### src/hdl/itra_pkg.sv
`timescale 1ns / 1ps
`default_nettype none
// ---------------------------------------------------------------------------
// itra_pkg
// Types, constants and helpers for the integer to radix ASCII converter.
// ---------------------------------------------------------------------------
package itra_pkg;

   localparam int NUM_W      = 32;
   localparam int MAG_W      = NUM_W + 1;
   localparam int MAX_DIGITS = 32;
   localparam int DIG_W      = 4;
   localparam int CNT_W      = $clog2(MAX_DIGITS + 1);
   localparam int ADDR_W     = $clog2(MAX_DIGITS);
   localparam int STEP_BITS  = 8;
   localparam int CHUNKS     = (MAG_W + STEP_BITS - 1) / STEP_BITS;
   localparam int DIV_W      = CHUNKS * STEP_BITS;
   localparam int CHUNK_W    = $clog2(CHUNKS);
   localparam int RADIX_W    = 5;
   localparam int CHAR_W     = 8;

   localparam logic [RADIX_W-1:0] RADIX_RESET = 5'd10;
   localparam logic [RADIX_W-1:0] RADIX_MIN   = 5'd2;
   localparam logic [RADIX_W-1:0] RADIX_MAX   = 5'd16;
   localparam logic [RADIX_W-1:0] RADIX_DEC   = 5'd10;

   localparam logic [CHAR_W-1:0] CHAR_MINUS = 8'h2D;
   localparam logic [CHAR_W-1:0] CHAR_ZERO  = 8'h30;
   localparam logic [CHAR_W-1:0] CHAR_A     = 8'h41;
   localparam logic [DIG_W-1:0]  DIG_TEN    = 4'd10;

   typedef enum logic [2:0] {
      ST_IDLE,
      ST_DIVIDE,
      ST_SIGN,
      ST_FETCH,
      ST_LOAD
   } itra_state_type;

   function automatic logic [CHAR_W-1:0] digit_to_ascii(input logic [DIG_W-1:0] d);
      logic [CHAR_W-1:0] c;
      if (d < DIG_TEN) begin
         c = CHAR_ZERO + CHAR_W'(d);
      end else begin
         c = CHAR_A + CHAR_W'(d - DIG_TEN);
      end
      return c;
   endfunction

endpackage : itra_pkg
`default_nettype wire

### src/hdl/itra_ram.sv
`timescale 1ns / 1ps
`default_nettype none
// ---------------------------------------------------------------------------
// itra_ram
// Generic single-write, single-read RAM with registered read data.
// ---------------------------------------------------------------------------
module itra_ram #(
   parameter int WIDTH = 4,
   parameter int DEPTH = 32
) (
   input  wire logic                     clock,
   input  wire logic                     wr_en,
   input  wire logic [$clog2(DEPTH)-1:0] wr_addr,
   input  wire logic [WIDTH-1:0]         wr_data,
   input  wire logic [$clog2(DEPTH)-1:0] rd_addr,
   output logic      [WIDTH-1:0]         rd_data
);

   logic [WIDTH-1:0] mem_ff [DEPTH];

   always_ff @(posedge clock) begin
      if (wr_en) begin
         mem_ff[wr_addr] <= wr_data;
      end
      rd_data <= mem_ff[rd_addr];
   end

endmodule : itra_ram
`default_nettype wire

### src/hdl/integer_to_radix_ascii.sv
`timescale 1ns / 1ps
`default_nettype none
// ---------------------------------------------------------------------------
// integer_to_radix_ascii
// Signed 32-bit integer to ASCII text in a radix of 2 to 16, one character
// per output transaction, most significant digit first.
// ---------------------------------------------------------------------------
// One number is converted at a time. After acceptance the magnitude is
// divided by the radix in a radix divider that retires 8 dividend bits
// per cycle; the digits go to a 32-entry store. Characters are then read
// back through a fetch state and a load state and handed to the output
// register, after a leading minus (radix 10 only) from a sign state;
// output stalls hold the sign and load states. Radix values outside
// 2..16 saturate; at most the 32 least significant digits are emitted.
// The input is not taken while a conversion is under way, but a new
// number may be accepted while the final character waits on the output.
// ---------------------------------------------------------------------------
module integer_to_radix_ascii
   import itra_pkg::*;
(
   input  wire logic                     clock,
   input  wire logic                     reset,
   input  wire logic                     csr_wr_en,
   input  wire logic [RADIX_W-1:0]       csr_wr_data,
   input  wire logic                     req_valid,
   output logic                          req_stall,
   input  wire logic signed [NUM_W-1:0]  req_number_in,
   output logic                          rsp_valid,
   input  wire logic                     rsp_stall,
   output logic      [CHAR_W-1:0]        rsp_char_out,
   output logic                          rsp_last_char
);

   itra_state_type        state_ff, state_in;
   logic [RADIX_W-1:0]    radix_ff;
   logic [RADIX_W-1:0]    rad_ff, rad_in;
   logic [DIV_W-1:0]      div_ff, div_in;
   logic [RADIX_W-1:0]    rem_ff, rem_in;
   logic [CHUNK_W-1:0]    chunk_ff, chunk_in;
   logic [CNT_W-1:0]      cnt_ff, cnt_in;
   logic                  sign_ff, sign_in;
   logic                  rsp_valid_ff, rsp_valid_in;
   logic [CHAR_W-1:0]     rsp_char_ff, rsp_char_in;
   logic                  rsp_last_ff, rsp_last_in;

   logic                  accept;
   logic                  out_free;
   logic                  digit_done;
   logic                  div_last;
   logic [RADIX_W-1:0]    rad_eff;
   logic [MAG_W-1:0]      mag;
   logic [STEP_BITS-1:0]  qbyte;
   logic [RADIX_W-1:0]    rem_step;
   logic [RADIX_W-1:0]    trial;
   logic [DIV_W-1:0]      quot;
   logic [DIG_W-1:0]      rd_digit;
   logic [ADDR_W-1:0]     rd_addr;

   assign accept     = req_valid && !req_stall;
   assign out_free   = !rsp_valid_ff || !rsp_stall;
   assign req_stall  = (state_ff != ST_IDLE);
   assign rsp_valid     = rsp_valid_ff;
   assign rsp_char_out  = rsp_char_ff;
   assign rsp_last_char = rsp_last_ff;
   assign rd_addr    = ADDR_W'(cnt_ff - 1'b1);
   assign div_last   = (chunk_ff == CHUNK_W'(CHUNKS - 1));

   // saturate the radix register
   always_comb begin
      if (radix_ff inside {[RADIX_MIN:RADIX_MAX]}) begin
         rad_eff = radix_ff;
      end else if (radix_ff < RADIX_MIN) begin
         rad_eff = RADIX_MIN;
      end else begin
         rad_eff = RADIX_MAX;
      end
   end

   always_comb begin
      if (req_number_in[NUM_W-1]) begin
         mag = {1'b1, {NUM_W{1'b0}}} - {1'b0, req_number_in};
      end else begin
         mag = {1'b0, req_number_in};
      end
   end

   // radix divider: eight restoring steps per cycle
   always_comb begin
      rem_step = rem_ff;
      qbyte    = '0;
      trial    = '0;
      for (int i = STEP_BITS - 1; i >= 0; i--) begin
         trial = {rem_step[RADIX_W-2:0], div_ff[DIV_W-STEP_BITS+i]};
         if (trial >= rad_ff) begin
            rem_step = trial - rad_ff;
            qbyte[i] = 1'b1;
         end else begin
            rem_step = trial;
         end
      end
      quot = {div_ff[DIV_W-STEP_BITS-1:0], qbyte};
   end

   assign digit_done = (state_ff == ST_DIVIDE) && div_last &&
                       ((quot == '0) || (cnt_ff == CNT_W'(MAX_DIGITS - 1)));

   itra_ram #(
      .WIDTH (DIG_W),
      .DEPTH (MAX_DIGITS)
   ) u_digits (
      .clock   (clock),
      .wr_en   ((state_ff == ST_DIVIDE) && div_last),
      .wr_addr (cnt_ff[ADDR_W-1:0]),
      .wr_data (rem_step[DIG_W-1:0]),
      .rd_addr (rd_addr),
      .rd_data (rd_digit)
   );

   // next state
   always_comb begin
      state_in = state_ff;
      case (state_ff)
         ST_IDLE: begin
            if (accept) begin
               state_in = ST_DIVIDE;
            end
         end
         ST_DIVIDE: begin
            if (digit_done) begin
               state_in = sign_ff ? ST_SIGN : ST_FETCH;
            end
         end
         ST_SIGN: begin
            if (out_free) begin
               state_in = ST_FETCH;
            end
         end
         ST_FETCH: begin
            state_in = ST_LOAD;
         end
         ST_LOAD: begin
            if (out_free) begin
               state_in = (cnt_ff == CNT_W'(1)) ? ST_IDLE : ST_FETCH;
            end
         end
         default: begin
            state_in = ST_IDLE;
         end
      endcase
   end

   // datapath and outputs
   always_comb begin
      rad_in       = rad_ff;
      div_in       = div_ff;
      rem_in       = rem_ff;
      chunk_in     = chunk_ff;
      cnt_in       = cnt_ff;
      sign_in      = sign_ff;
      rsp_valid_in = rsp_valid_ff && rsp_stall;
      rsp_char_in  = rsp_char_ff;
      rsp_last_in  = rsp_last_ff;
      case (state_ff)
         ST_IDLE: begin
            if (accept) begin
               rad_in   = rad_eff;
               div_in   = DIV_W'(mag);
               rem_in   = '0;
               chunk_in = '0;
               cnt_in   = '0;
               sign_in  = req_number_in[NUM_W-1] && (rad_eff == RADIX_DEC);
            end
         end
         ST_DIVIDE: begin
            div_in = quot;
            if (div_last) begin
               rem_in   = '0;
               chunk_in = '0;
               cnt_in   = cnt_ff + 1'b1;
            end else begin
               rem_in   = rem_step;
               chunk_in = chunk_ff + 1'b1;
            end
         end
         ST_SIGN: begin
            if (out_free) begin
               rsp_valid_in = 1'b1;
               rsp_char_in  = CHAR_MINUS;
               rsp_last_in  = 1'b0;
               sign_in      = 1'b0;
            end
         end
         ST_FETCH: begin
         end
         ST_LOAD: begin
            if (out_free) begin
               rsp_valid_in = 1'b1;
               rsp_char_in  = digit_to_ascii(rd_digit);
               rsp_last_in  = (cnt_ff == CNT_W'(1));
               cnt_in       = cnt_ff - 1'b1;
            end
         end
         default: begin
         end
      endcase
   end

   always_ff @(posedge clock) begin
      if (reset) begin
         state_ff     <= ST_IDLE;
         radix_ff     <= RADIX_RESET;
         rsp_valid_ff <= 1'b0;
         sign_ff      <= 1'b0;
         cnt_ff       <= '0;
         chunk_ff     <= '0;
      end else begin
         state_ff     <= state_in;
         rsp_valid_ff <= rsp_valid_in;
         sign_ff      <= sign_in;
         cnt_ff       <= cnt_in;
         chunk_ff     <= chunk_in;
         if (csr_wr_en) begin
            radix_ff <= csr_wr_data;
         end
      end
      rad_ff      <= rad_in;
      div_ff      <= div_in;
      rem_ff      <= rem_in;
      rsp_char_ff <= rsp_char_in;
      rsp_last_ff <= rsp_last_in;
   end

endmodule : integer_to_radix_ascii
`default_nettype wire

### config.mk
export PLATFORM = sky130hd
export DESIGN_NAME = integer_to_radix_ascii
export DESIGN_NICKNAME = d
export VERILOG_FILES = /design/src/hdl/itra_pkg.sv /design/src/hdl/itra_ram.sv /design/src/hdl/integer_to_radix_ascii.sv
export SDC_FILE = /design/constraint.sdc
export NUM_CORES = 1
export LEC_CHECK = 0
export BUFFER_PORTS_ARGS = -buffer_cell sky130_fd_sc_hd__buf_4
export CAP_MARGIN = 20
export CORE_MARGIN = 5
export CORE_UTILIZATION = 43
export CTS_BUF_LIST = sky130_fd_sc_hd__clkbuf_2
export DETAILED_ROUTE_END_ITERATION = 8
export PLACE_DENSITY = 0.66
export SYNTH_ARGS = -nofsm -noshare
export SYNTH_HDL_FRONTEND = slang
export SYNTH_HIERARCHICAL = 1
export SYNTH_SLANG_ARGS = --single-unit
### constraint.sdc
create_clock -name clock -period 26.5 [get_ports clock]
set_input_delay 5.3 -clock clock [delete_from_list [all_inputs] [get_ports clock]]
set_output_delay 5.3 -clock clock [all_outputs]
set_load 0.01 [all_outputs]
==> summary.txt <==
Run status
  • Outcome: completed

Global routing
  • First-pass GRT wire length: roughly 37 mm
  • Vias in the first global route: between 7,000 and 8,000
  • Gr usage total: approximately 16%
  • Maximum number of pins on one net before global-route repair: 74
  • Antenna violations before repair: 1
  • GRT overflow: 0

Synth
  • Post-synth top area cell: edfxtp_1
  • Mean Syn Cell Area: 12.8 um^2
  • Post-synthesis sequential area ratio: 54.8%
  • Async SR Flop Fraction: 0%
  • Mapped Cells: approximately 860
  • Synthesized area: between 10,000 and 15,000 um^2
  • Warnings from Yosys: 6
  • Post-synthesis register bit count: 208
  • Synth top area share: between 50% and 60%
  • Synth unique cells: 59
  • Synth top area cells: edfxtp_1, mux4_2, ha_1
  • Mapped Nets: ~960
  • Post-synth EDFFs: 185
  • Top FF cell, synth: edfxtp_1

STA
  • Clk_skew: between 80 and 90 ps
  • Final Max Tran Viols: 0
  • Hold Vio Cnt, Final: 0
  • Max-slew headroom at the worst pin: 27.4%
  • Final setup fails: 0
  • Post-route minimum period: ~12,000 ps
  • Final worst path period share: a little under half
  • Setup_tns: 0 ps
  • Worst Max-Slew Pin Slew: around 1100 ps
  • Final hold slack: a little over 500 ps
  • RSZ-0062 raised after global routing: no
  • Fmax: a little over 80 MHz

CTS
  • Root Driver: clkbuf_2
  • Max Root-Sink Buffers: 3
  • CTS HTree Levels: 2
  • Post-CTS resize count: 0
  • Hold-fix buffers, CTS: 0
  • Clk_lat worst skew: slightly above 800 ps
  • Num Clock Sinks: between 200 and 250
  • CTS tree: yes
  • Clk pin slew, worst setup/hold paths: between 100 and 150 ps
  • Postcts setup bufs: 0
  • TritonCTS Buffers: 52

Route
  • Via-to-Cell Ratio: approximately 5.4
  • 1st-pass router iterations: 5
  • Vias: about 7,100
  • DRC: 0
  • Drt total wl: around 23 mm
  • Number of DRC markers in iteration 0: about 560
  • Routed WL per cell: around 18 um
  • Final ANT Viol Nets: 0

Worst hold path
  • Hold depth: 2
  • Hold path endpoint: chunk_ff[1]$_SDFFE_PP0P_
  • Worst Hold Launch: chunk_ff[1]$_SDFFE_PP0P_
  • HP Class: reg2reg

Setup path
  • Setup CP Type: reg2reg
  • Max stage delay on crit path: just over 600 ps
  • CP required: approximately 27,000 ps
  • Crit Path Max Fanout: 33
  • R2R setup slack: roughly 14,000 ps
  • Max stage delay cell, worst path: mux2_2
  • CP Launch Type: register
  • Worst path arrival time: 12,670 ps
  • Crit path capture type: register
  • R2R depth: a little over 40
  • Critical Path Most Common Cell: ha_1
  • FF-to-FF End: rem_ff[1]$_SDFFCE_PP0P_
  • Reg2reg start: rad_ff[1]$_DFFE_PP_

Final layout
  • Share of cells above drive strength 1: roughly a quarter
  • Fillcell total: around 2,200
  • Most common cell after layout, fill and taps aside: edfxtp_1
  • Area grow syn2layout: 11.1%
  • Fin nets: between 1,000 and 1,500
  • Cell Count, Final, Fillers Out: between 1,000 and 1,500
  • Most frequent cells in the layout: edfxtp_1, clkbuf_2, nor2_1

Placed design
  • IO buf count: roughly 50
  • Inst Count DP: between 1,000 and 1,500
  • Dpl hpwl: roughly 16 mm
  • Final Wtd Congestion: slightly below 0.8

Flow run
  • Max-cap violations: 0

Floorplanning
  • I/O pin cnt: 53
  • Initial Util: 43.6%
  • Die Y: between 150 and 200 um
  • Die width: about 170 um
  • Core area: 25,200 um^2
  • Die area: around 29,000 um^2
  • Row count: 58
[cell type report]
cell class	instances	area (um^2)	area share, %
Sequential cell	208	6020	49.3
Multi-Input combinational cell	570	4670	38.3
Timing Repair Buffer	60	448	3.67
Tap cell	330	413	3.38
Clock buffer	76	380	3.12
Inverter	44	165	1.35
Clock inverter	16	105	0.862
Antenna cell	1	2.50	0.0205
[logic make-up (layout without fill, tap and decap cells)]
| group | count (synthesis) | after routing | synth area share (%) |
|---|---|---|---|
| simple gates | 230 | 230 | 10.7 |
| flops | 208 | 208 | 54.8 |
| other cells | 1 | 2 | 0.0341 |
| fa+ha+maj | 58 | 58 | 7.15 |
| mux | 72 | 72 | 11.4 |
| buf+inv | 79 | 196 | 2.96 |
| compound gates | 156 | 156 | 8.83 |
| xor+xnor | 53 | 53 | 4.23 |
[cells in the mapped netlist (5+ instances only)]
library cell and count:
xor2_1 33, and2_1 11, edfxtp_1 185, a211oi_1 6
buf_1 5, o31ai_1 10, nand4_1 5, mux4_2 40
nor2_1 71, nand2b_1 9, fa_1 8, nor2b_1 5
mux2_2 23, ha_1 50, a21oi_1 35, dfxtp_1 23
nand3b_1 10, nand3_1 13, or3b_2 5, nor4_1 10
a21o_1 17, a31oi_1 8, nand2_1 59, nor3_1 8
inv_1 44, clkbuf_1 24, xnor2_1 20, o21ai_1 7
mux2i_1 9, o21ai_0 50
[metrics by stage]
step / worst slack, ps / instance area (um^2) / utilization, %
after floorplan: 15060 / 11000 / -
after global routing: 13290 / 12200 / 48.4
after global placement: 14880 / 11700 / 46.5
final: 14340 / 12200 / 48.4
after detailed placement: 14410 / 11700 / 46.5
after CTS: 14300 / 12200 / 48.4
[routing by layer]
metal / GRT usage (%) / up-vias / part of all wire, %
met4: 4.66 / 0 / 1.5
li1: - / 3428 / -
met3: 3.46 / 24 / 5.7
met2: 25.7 / 183 / 48
met5: 0 / - / 0
met1: 22.3 / 3437 / 45
[worst max-delay path, delay by kind of cell (launching register included)]
kind	cells	cell delay, ps
flops	1	550
compound gates	21	4630
simple gates	1	240
buf+inv	3	630
fa+ha+maj	8	2440
mux	8	3400
[worst max path at each step]
stage	startpoint	slack, ps	end	cells past startpoint
finish	rad_ff[1]$_DFFE_PP_	14340	rem_ff[1]$_SDFFCE_PP0P_	41
global route	rad_ff[1]$_DFFE_PP_	13290	state_ff[0]$_SDFFE_PP0P_	43
CTS	rad_ff[1]$_DFFE_PP_	14300	rem_ff[1]$_SDFFCE_PP0P_	41
detailed placement	rad_ff[1]$_DFFE_PP_	14410	rem_ff[1]$_SDFFCE_PP0P_	41
global placement	rad_ff[1]$_DFFE_PP_	14880	rem_ff[1]$_SDFFCE_PP0P_	41
floorplan	rad_ff[1]$_DFFE_PP_	15060	u_digits/mem_ff[0][3]$_DFFE_PP_	42
[registers in the layout, summed over array words and instances, names as in the netlist]
register and count:
u_digits/mem_ff 128, rsp_valid 1, div_ff 40, chunk_ff 3, cnt_ff 6, radix_ff 5
sign_ff 1, u_digits/rd_data 4, state_ff 3, rsp_last_char 1, rad_ff 5, rsp_char_out 7
rem_ff 4
Power is not shown: default switching activity piles up to over one toggle a cycle in this logic, so the estimate is an artifact.
